[config.mk]
export PLATFORM = sky130hd
export DESIGN_NAME = slip_crc_frame_builder_top
export DESIGN_NICKNAME = d
export VERILOG_FILES = /design/src/design/scfb_pkg.sv /design/src/design/scfb_lane.sv /design/src/design/scfb_serializer.sv /design/src/design/slip_crc_frame_builder_top.sv
export SDC_FILE = /design/constraint.sdc
export NUM_CORES = 1
export LEC_CHECK = 0
export BUFFER_PORTS_ARGS = -buffer_cell sky130_fd_sc_hd__buf_2
export CAP_MARGIN = 20
export CORE_MARGIN = 1
export CORE_UTILIZATION = 40
export CTS_CLUSTER_DIAMETER = 30
export CTS_CLUSTER_SIZE = 14
export DETAILED_ROUTE_END_ITERATION = 6
export HOLD_SLACK_MARGIN = 0.02
export SYNTH_ARGS = -nofsm -noshare
export SYNTH_HDL_FRONTEND = slang
export SYNTH_HIERARCHICAL = 1
export SYNTH_SLANG_ARGS = --single-unit
export TNS_END_PERCENT = 50
[constraint.sdc]
create_clock -name clk -period 10.6 [get_ports clk]
set_input_delay 2.12 -clock clk [delete_from_list [all_inputs] [get_ports clk]]
set_output_delay 2.12 -clock clk [all_outputs]
set_load 0.05 [all_outputs]
[src/design/scfb_pkg.sv]
// Shared types, constants and the CRC byte update for the SLIP frame builder.
`timescale 1ns / 1ps
`default_nettype none
package scfb_pkg;

	localparam int PayloadBytes = 8;
	localparam int LaneIdxW     = $clog2(PayloadBytes);

	// Input transaction: two wheel speeds
	typedef struct packed {
		logic signed [31:0] left_speed;
		logic signed [31:0] right_speed;
	} speed_t;

	// Output transaction: one link byte
	typedef struct packed {
		logic [7:0] frame_byte;
		logic       frame_last;
	} frame_out_t;

	// Framing codes held in the configuration registers
	typedef struct packed {
		logic [7:0] end_code;
		logic [7:0] escape_code;
		logic [7:0] escaped_end_code;
		logic [7:0] escaped_escape_code;
		logic [7:0] command_code;
	} codes_t;

	// What one lane found for its payload byte
	typedef struct packed {
		logic       dbl;
		logic [7:0] b0;
		logic [7:0] b1;
	} lane_t;

	// Escaped payload of one frame plus its length byte
	typedef struct packed {
		lane_t [PayloadBytes-1:0] lanes;
		logic  [7:0]              len;
	} frame_t;

	typedef enum logic [7:0] {
		REG_END_CODE            = 8'd0,
		REG_ESCAPE_CODE         = 8'd1,
		REG_ESCAPED_END_CODE    = 8'd2,
		REG_ESCAPED_ESCAPE_CODE = 8'd3,
		REG_COMMAND_CODE        = 8'd4
	} cfg_reg_t;

	typedef enum logic [2:0] {
		PH_IDLE,
		PH_SOF,
		PH_LEN,
		PH_CMD,
		PH_PAY,
		PH_CRC_LO,
		PH_CRC_HI,
		PH_EOF
	} phase_t;

	localparam logic [7:0] ResetEndCode       = 8'hC0;
	localparam logic [7:0] ResetEscapeCode    = 8'hDB;
	localparam logic [7:0] ResetEscEndCode    = 8'hDC;
	localparam logic [7:0] ResetEscEscapeCode = 8'hDD;
	localparam logic [7:0] ResetCommandCode   = 8'h00;

	// Reflected CCITT update, one byte
	function automatic logic [15:0] crc_step(input logic [15:0] crc, input logic [7:0] b);
		logic [7:0]  d;
		logic [15:0] w;
		d = b ^ crc[7:0];
		d = d ^ {d[3:0], 4'b0000};
		w = {d, crc[15:8]};
		w = w ^ {12'b0, d[7:4]};
		w = w ^ {5'b0, d, 3'b000};
		return w;
	endfunction

endpackage
`default_nettype wire

[src/design/scfb_lane.sv]
// One escape lane: classifies a payload byte and gives its escaped form.
`timescale 1ns / 1ps
`default_nettype none
module scfb_lane
	import scfb_pkg::*;
(
	input  wire logic [7:0] pay_byte,
	input  wire codes_t     codes,
	output lane_t           lane
);

	// Delimiter test wins over the escape test
	always_comb begin
		lane = '0;
		if (pay_byte == codes.end_code) begin
			lane.dbl = 1'b1;
			lane.b0  = codes.escape_code;
			lane.b1  = codes.escaped_end_code;
		end else if (pay_byte == codes.escape_code) begin
			lane.dbl = 1'b1;
			lane.b0  = codes.escape_code;
			lane.b1  = codes.escaped_escape_code;
		end else begin
			lane.b0  = pay_byte;
		end
	end

endmodule
`default_nettype wire

[src/design/scfb_serializer.sv]
// Frame merger: walks the lane results, emits link bytes and runs the CRC.
`timescale 1ns / 1ps
`default_nettype none
module scfb_serializer
	import scfb_pkg::*;
(
	input  wire logic       clk,
	input  wire logic       arst_n,
	input  wire codes_t     codes,
	input  wire frame_t     frm,
	input  wire logic       frm_valid,
	output logic            take,
	output logic            out_valid,
	input  wire logic       out_stall,
	output frame_out_t      out_data
);

	localparam logic [LaneIdxW-1:0] LastLane = LaneIdxW'(PayloadBytes - 1);

	phase_t                   phase_q, phase_d;
	logic [LaneIdxW-1:0]      idx_q, idx_d;
	logic                     sub_q, sub_d;
	logic [15:0]              crc_q, crc_d;
	lane_t [PayloadBytes-1:0] lanes_q;
	logic [7:0]               len_q;
	logic                     out_valid_q;
	frame_out_t               out_data_q;
	logic                     adv;
	logic                     emit;
	frame_out_t               emit_data;
	lane_t                    cur;

	assign adv       = !out_valid_q || !out_stall;
	assign cur       = lanes_q[idx_q];
	assign out_valid = out_valid_q;
	assign out_data  = out_data_q;

	// Next phase, next byte and CRC update
	always_comb begin
		phase_d   = phase_q;
		idx_d     = idx_q;
		sub_d     = sub_q;
		crc_d     = crc_q;
		take      = 1'b0;
		emit      = 1'b0;
		emit_data = '0;
		unique case (phase_q)
			PH_IDLE: begin
				if (frm_valid) begin
					take    = 1'b1;
					phase_d = PH_SOF;
				end
			end
			PH_SOF: begin
				if (adv) begin
					emit                 = 1'b1;
					emit_data.frame_byte = codes.end_code;
					phase_d              = PH_LEN;
				end
			end
			PH_LEN: begin
				if (adv) begin
					emit                 = 1'b1;
					emit_data.frame_byte = len_q;
					phase_d              = PH_CMD;
				end
			end
			PH_CMD: begin
				if (adv) begin
					emit                 = 1'b1;
					emit_data.frame_byte = codes.command_code;
					idx_d                = '0;
					sub_d                = 1'b0;
					crc_d                = '0;
					phase_d              = PH_PAY;
				end
			end
			PH_PAY: begin
				if (adv) begin
					emit                 = 1'b1;
					emit_data.frame_byte = sub_q ? cur.b1 : cur.b0;
					crc_d                = crc_step(crc_q, emit_data.frame_byte);
					if (cur.dbl && !sub_q) begin
						sub_d = 1'b1;
					end else begin
						sub_d = 1'b0;
						idx_d = idx_q + 1'b1;
						if (idx_q == LastLane) begin
							phase_d = PH_CRC_LO;
						end
					end
				end
			end
			PH_CRC_LO: begin
				if (adv) begin
					emit                 = 1'b1;
					emit_data.frame_byte = crc_q[7:0];
					phase_d              = PH_CRC_HI;
				end
			end
			PH_CRC_HI: begin
				if (adv) begin
					emit                 = 1'b1;
					emit_data.frame_byte = crc_q[15:8];
					phase_d              = PH_EOF;
				end
			end
			PH_EOF: begin
				if (adv) begin
					emit                 = 1'b1;
					emit_data.frame_byte = codes.end_code;
					emit_data.frame_last = 1'b1;
					if (frm_valid) begin
						take    = 1'b1;
						phase_d = PH_SOF;
					end else begin
						phase_d = PH_IDLE;
					end
				end
			end
			default: begin
				phase_d = PH_IDLE;
			end
		endcase
	end

	// Phase register and output valid
	always_ff @(posedge clk or negedge arst_n) begin
		if (!arst_n) begin
			phase_q     <= PH_IDLE;
			out_valid_q <= 1'b0;
		end else begin
			phase_q <= phase_d;
			if (adv) begin
				out_valid_q <= emit;
			end
		end
	end

	// Walk pointers, CRC, loaded frame and output byte
	always_ff @(posedge clk) begin
		idx_q <= idx_d;
		sub_q <= sub_d;
		crc_q <= crc_d;
		if (take) begin
			lanes_q <= frm.lanes;
			len_q   <= frm.len;
		end
		if (adv && emit) begin
			out_data_q <= emit_data;
		end
	end

endmodule
`default_nettype wire

[src/design/slip_crc_frame_builder_top.sv]
// Top level of the SLIP frame builder: config registers, escape lanes, frame buffer.
//
//  channel | direction | handshake            | payload
//  --------+-----------+----------------------+------------------------------
//  speed   | in        | speed_valid / stall  | speed_t: left, right speed
//  frame   | out       | frame_valid / stall  | frame_out_t: byte, last flag
//  cfg     | in        | cfg_valid / ready    | cfg_index, cfg_data
//
// A speed transaction yields 14 to 22 frame bytes, one per cycle while the
// sink does not stall; the byte serializer sets that rate. Eight escape lanes
// process all payload bytes in the cycle of acceptance, and one frame waits
// in a buffer while the previous one is sent. Reset loads the SLIP default
// codes and empties both stages. Sink stall freezes the output byte and the walk.
`timescale 1ns / 1ps
`default_nettype none
module slip_crc_frame_builder_top
	import scfb_pkg::*;
(
	input  wire logic       clk,
	input  wire logic       arst_n,
	input  wire logic       speed_valid,
	output logic            speed_stall,
	input  wire speed_t     speed,
	output logic            frame_valid,
	input  wire logic       frame_stall,
	output frame_out_t      frame,
	input  wire logic       cfg_valid,
	output logic            cfg_ready,
	input  wire logic [7:0] cfg_index,
	input  wire logic [7:0] cfg_data
);

	codes_t                   codes_q;
	logic [7:0]               pay_bytes [PayloadBytes];
	lane_t [PayloadBytes-1:0] lanes;
	logic [PayloadBytes-1:0]  dbl_mask;
	frame_t                   frame_d;
	frame_t                   frame_s1;
	logic                     valid_s1;
	logic                     take;
	logic                     accept;

	assign cfg_ready = 1'b1;

	// Register writes
	always_ff @(posedge clk or negedge arst_n) begin
		if (!arst_n) begin
			codes_q.end_code            <= ResetEndCode;
			codes_q.escape_code         <= ResetEscapeCode;
			codes_q.escaped_end_code    <= ResetEscEndCode;
			codes_q.escaped_escape_code <= ResetEscEscapeCode;
			codes_q.command_code        <= ResetCommandCode;
		end else if (cfg_valid && cfg_ready) begin
			unique case (cfg_reg_t'(cfg_index))
				REG_END_CODE:            codes_q.end_code            <= cfg_data;
				REG_ESCAPE_CODE:         codes_q.escape_code         <= cfg_data;
				REG_ESCAPED_END_CODE:    codes_q.escaped_end_code    <= cfg_data;
				REG_ESCAPED_ESCAPE_CODE: codes_q.escaped_escape_code <= cfg_data;
				REG_COMMAND_CODE:        codes_q.command_code        <= cfg_data;
				default: begin
				end
			endcase
		end
	end

	// Escape lanes, left speed bytes first, little-endian
	for (genvar g = 0; g < PayloadBytes; g++) begin : g_lane
		if (g < PayloadBytes / 2) begin : g_left
			assign pay_bytes[g] = speed.left_speed[8*g +: 8];
		end else begin : g_right
			assign pay_bytes[g] = speed.right_speed[8*(g - PayloadBytes/2) +: 8];
		end
		scfb_lane u_lane (
			.pay_byte (pay_bytes[g]),
			.codes    (codes_q),
			.lane     (lanes[g])
		);
		assign dbl_mask[g] = lanes[g].dbl;
	end

	// Length byte: escaped payload length plus one
	always_comb begin
		frame_d.lanes = lanes;
		frame_d.len   = 8'(PayloadBytes + 1) + 8'($countones(dbl_mask));
	end

	assign accept      = speed_valid && !speed_stall;
	assign speed_stall = valid_s1 && !take;

	// Hold one escaped frame for the serializer
	always_ff @(posedge clk or negedge arst_n) begin
		if (!arst_n) begin
			valid_s1 <= 1'b0;
		end else if (accept) begin
			valid_s1 <= 1'b1;
		end else if (take) begin
			valid_s1 <= 1'b0;
		end
	end

	always_ff @(posedge clk) begin
		if (accept) begin
			frame_s1 <= frame_d;
		end
	end

	scfb_serializer u_serializer (
		.clk       (clk),
		.arst_n    (arst_n),
		.codes     (codes_q),
		.frm       (frame_s1),
		.frm_valid (valid_s1),
		.take      (take),
		.out_valid (frame_valid),
		.out_stall (frame_stall),
		.out_data  (frame)
	);

endmodule
`default_nettype wire

======== Word level (Yosys, flattened, before mapping) ========
Cells that the tools add are included.
word-level totals
  bits in latches ......................... 0
  output and inout bits ................... 12
  memories kept ........................... 0
  bits in registers ....................... 362
  bits of input ports ..................... 85
  memory bits (read-only) ................. 0
  word-level logic and storage cells ...... 211
  RAM bits ................................ 0
operators by class
  bitwise operators ....................... 4
  multiply operators ...................... 0
  add/sub/neg operators ................... 9
  eq/ne operators ......................... 38
  reductions and logical operators ........ 23
  div/mod/pow operators ................... 0
  shift-type cells ........................ 0
  mux-type cells .......................... 73
  magnitude comparators ................... 1
operators with widths
  cell                number
  $mux 8              23
  $mux 17             9
  $eq 8x8->1          16
  $pmux 8 s7          1
  $bmux 17 s3         1
  $mux 3              13
  $mux 16             2
  $pmux 16 s2         1
  $pmux 3 s8          1
  $mux 1              18
  $eq 8x2->1 const B  2
  $ne 2x1->1 const B  8
  $xor 16x11->16      1
  $xor 16x4->16       1
  $xor 8x8->8         2
  $eq 3x3->1 const B  5
  $reduce_and 10->1   1
  $reduce_and 2->1    5
  $mux 9              1
  $add 1x1->2         4
  $eq 8x1->1 const B  1
  $eq 8x3->1 const B  1
  $logic_not 8->1     1
  $reduce_or 7->1     1
  other kinds (17)    29

======== Logic depth before layout (Yosys ltp) ========
  depth in word-level cells ............... 9
  mapped depth ............................ 13
  mapped depth without buffers ............ 12

======== Hierarchy ========
The synthesis kept the hierarchy.
by module, submodules not included
  module                      sequential area each (µm²)  instances  area an instance (µm²)  cells each
  scfb_serializer             5295.1                      1          7771.2                  462
  slip_crc_frame_builder_top  5283.8                      1          6068.3                  259
  scfb_lane                   0.0                         8          422.9                   48

======== Least setup slack after synthesis ========
No wires, ideal clock.
  path kind ............................... input -> register
  from .................................... input frame_stall
  to ...................................... register frame_s1[0] (netlist name) (enable)
  setup time .............................. 518 ps
  buffers on the path ..................... 1
  path slack .............................. 548 ps
  stages on the path ...................... 6
  data arrival time ....................... 9534 ps
  required time ........................... 10082 ps
  cell sequence ........................... nand2_1 -> and3_1 -> clkbuf_1 -> o21a_1 -> nand2b_1 -> and2_1
on the way
  word-level cells in the longest chain between the ends .. 8
ends and longest elaborated chain
  what                  line                               source
  from (decl)           slip_crc_frame_builder_top.sv:25   input wire logic frame_stall,
  $logic_not 1->1       scfb_serializer.sv:33              assign adv = !out_valid_q || !out_stall;
  $logic_or 1x1->1      scfb_serializer.sv:33
  $mux 1                scfb_serializer.sv:109             if (adv) begin
  $pmux 1 s2            scfb_serializer.sv:47              unique case (phase_q)
  named net take        slip_crc_frame_builder_top.sv:40   logic take;
  $logic_not 1->1       slip_crc_frame_builder_top.sv:88   assign speed_stall = valid_s1 && !take;
  $logic_and 1x1->1     slip_crc_frame_builder_top.sv:88
  $logic_not 1->1       slip_crc_frame_builder_top.sv:87   assign accept = speed_valid && !speed_stall;
  $logic_and 1x1->1     slip_crc_frame_builder_top.sv:87
  named net accept      slip_crc_frame_builder_top.sv:41   logic accept;
  to (signal assigned)  slip_crc_frame_builder_top.sv:103  frame_s1 <= frame_d;
  to (decl)             slip_crc_frame_builder_top.sv:38   frame_t frame_s1;
The timed path passes the listed nets, and every way through them passes these cells.
A chain may end at the register's enable or synchronous reset.

======== Worst setup path in the final report ========
  from .................................... input frame_stall
  to ...................................... output speed_stall
on the way
  word-level cells in the longest chain between the ends .. 6
ends and longest elaborated chain
  what               line                              source
  $logic_not 1->1    scfb_serializer.sv:33
  $logic_or 1x1->1   scfb_serializer.sv:33
  $mux 1             scfb_serializer.sv:109
  $pmux 1 s2         scfb_serializer.sv:47
  named net take     slip_crc_frame_builder_top.sv:40
  $logic_not 1->1    slip_crc_frame_builder_top.sv:88
  $logic_and 1x1->1  slip_crc_frame_builder_top.sv:88
  to (decl)          slip_crc_frame_builder_top.sv:22  output logic speed_stall,
The timed path passes the listed nets, and every way through them passes these cells.

==> run_results.csv <==
group,metric,value,unit
yosys,synthXorXnorAreaFrac,7.37,%
sta,clock_skew,28.0,ps
yosys,muxShareOfSynthArea,14.4,%
floorplanning,fp.dieH,210,um
place,placed_cells_incl_taps,1716,
global_route,grt_pass1_vias,10400,
place,portBuffers,95,
sta,worst_pin_slew,947,ps
global_route,antenna_found_initial,1,
sta,hold_viol,0,
sta,finalSetupViolCount,0,
clock_network,cts_tree,"built",
worst_hold_path,hold_class,"flip-flop to flip-flop",
detailed_routing,route.detailed.drc,0,
yosys,synth_area_leaders,"edfxtp_1, xnor2_1, mux2_4, dfrtp_1, mux2_2",
yosys,synth_simple_gate_area_share,8.21,%
finish,syn2layout_area_growth,24.8,%
sta,finalCritPeriodShare,55.5,%
yosys,yosysUniqueCellTypes,70,
yosys,seq_area_frac_synth,61.4,%
setup_path,worstPathMaxFanout,40,
setup_path,required,8480,ps
sta,max_freq,0.170,GHz
finish,final_cells,1879,
power,p_leak,7.82,nW
clock_network,htree_levels,3,
yosys,yosys_register_bits,359,
clock_network,cts_buffers,88,
clock_network,clk_pin_slew,50,ps
floorplanning,die_w,210,um
global_route,grt.overflow.total,0,
sta,rsz0062_at_grt,"false",
floorplanning,die_area,43900,sq um
yosys,synth_top_family_by_area,"multiplexers",
place,dp_hpwl,31.1,mm
detailed_routing,first_pass_iters,5,
sta,fin_setup_tns,0,ps
floorplanning,rows,75,
yosys,synth_adder_area_share,1.19,%
floorplanning,ios,97,
sta,final_max_slew_viol_count,0,
yosys,synth-edff-count,314,
clock_network,cts_buffer_depth,3,
yosys,async_flop_share,12.5,%
detailed_routing,wl_per_cell,25.4,um
clock_network,cts_setup_buffers,0,
detailed_routing,antenna_left,0,
yosys,synth_warnings,6,
global_route,grt.total_usage,22.1,%
clock_network,insertion_delay,580,ps
yosys,netlist_area,17200,sq um
yosys,avgSynthCellArea,15.6,sq um
finish,fin_nets,1367,
finish,n_antenna_cell,0,
power,power_per_cell_area,298,nW/um^2
global_route,grt_pass1_wl,69.5,mm
yosys,synth.largest_area_cell,"edfxtp_1",
floorplanning,start_util,40.8,%
detailed_routing,wirelength,47.8,mm
clock_network,clock_sinks,359,
floorplanning,core_area,42200,sq um
power,ir_drop,0.141,mV
sta,slew_headroom,36.9,%
detailed_routing,vias,10300,
setup_path,worstSetupPathType,"input pin to output port",
sta,min_period,5880,ps
yosys,synth_ff_type,"edfxtp_1",
clock_network,cts_resized,0,
outcome,run_status,"completed",
setup_path,worstPathArrival,3760,ps
yosys,synth-compound-area-share,5.28,%
detailed_routing,via_per_inst,5.50,
global_route,grt_max_degree,66,
setup_path,setup.worst_path.end_class,"output port",
yosys,synth_cells,1105,
job,drv_cap,0,
clock_network,clockRootBuffer,"clkbuf_16",
place,place_congestion,0.815,
detailed_routing,drt_iter0_markers,901,
finish,drive_above_1_share,36.0,%
yosys,synth_top_area_share,54.7,%
setup_path,start_kind,"input pin",
clock_network,hold_buffers,0,
-- synthesized netlist by cell type, drive strengths merged (5+ instances only) --
cell    number
mux2i       30
or2         10
mux2       119
a22oi       11
o21ai       37
nor2        32
dfrtp       26
nand2b       9
nand3       14
and2         6
ha          10
clkbuf      23
xnor2      133
edfxtp     314
mux4        25
nor3        14
and3         5
nand4       35
a21oi       14
nand4b       5
a22o        41
dfstp       19
inv         15
xor2         6
buf         23
nand2       78
-- report_power, final --
group | total [mW] | leakage, nW | internal [mW] | switching (mW)
combinational | 1.25 | 2.80 | 0.423 | 0.825
sequential | 2.25 | 3.47 | 2.09 | 0.154
clock | 2.90 | 1.55 | 2.08 | 0.820
total | 6.40 | 7.82 | 4.60 | 1.80
-- state kept, by name, summed over array words and instances, names as in the netlist --
signal / count
codes_q: 40
frame_s1: 141
u_serializer/crc_q: 16
u_serializer/idx_q: 3
u_serializer/lanes_q: 136
u_serializer/len_q: 8
u_serializer/out_data: 9
u_serializer/out_valid: 1
u_serializer/phase_q: 3
u_serializer/sub_q: 1
valid_s1: 1
-- layout make-up --
cell class	count	area, sq um
fillers	3531	20700
flip-flops and latches	359	10600
multi-input cells	687	6300
clock buffers	99	2330
clock inverters	63	902
well taps	539	674
repair buffers	117	653
inverters	15	56.3
-- through the flow --
stage	utilization (%)	power (mW)	hold slack [ps]	instance area [sq um]	setup slack (ps)
after floorplan	-	3.14	400	17200	548
after global placement	43.2	3.50	400	18200	4280
after detailed placement	43.2	3.52	405	18200	4230
after CTS	50.8	6.44	405	21500	4680
after global routing	50.9	6.62	409	21500	4550
final	50.9	6.40	402	21500	4720
-- path summary, 6_finish.rpt --
kind	start	to	slack [ps]	depth (start not counted)
max	frame_stall	speed_stall	4720	7
min in group asynchronous	arst_n	u_serializer/out_valid	1370	1
max reg2reg	codes_q[35]	frame_s1[2]	5530	13
min	frame_s1[118]	u_serializer/lanes_q[110]	400	0
min reg2reg	frame_s1[118]	u_serializer/lanes_q[110]	400	0
max in group asynchronous	arst_n	codes_q[25]	8700	2
-- cells by family (layout without fill, tap and decap cells) --
| kind of cell | after synthesis | count (layout) |
|---|---|---|
| AO/OA/AOI/OAI | 127 | 127 |
| other | 2 | 4 |
| buffers and inverters | 61 | 294 |
| multiplexers | 174 | 174 |
| adder cells (fa/ha/maj) | 14 | 14 |
| XOR/XNOR | 140 | 140 |
| AND/OR/NAND/NOR | 228 | 228 |
| flip-flops | 359 | 359 |
-- worst max-delay path, stage by stage --
cell and delay [ps]:
buf_2 100, nand2_1 100, and3_1 390, o21a_4 570, nand2b_1 230, inv_1 50
buf_2 200
-- layout by cell type, fill, tap and decap left out, drive strengths merged, types with 11 or more instances in the layout --
cell type	instances
inv	19
a22oi	11
mux2i	30
xnor2	133
o21ai	37
dfstp	19
nor3	14
mux2	119
edfxtp	314
a22o	41
bufinv	21
nand4	35
nand3	14
dfrtp	26
nor2	32
nand2	78
clkinv	27
buf	117
a21oi	14
clkbuf	99
clkinvlp	11
mux4	25
-- routing by layer --
layer	wire (um)	vias up	global-route usage [%]
met2	22400	402	34.7
met4	911	0	7.20
met3	3100	60	3.68
met1	21300	5293	31.3
met5	0	-	0
li1	-	4585	-
Power figures use the tool's default switching activity.
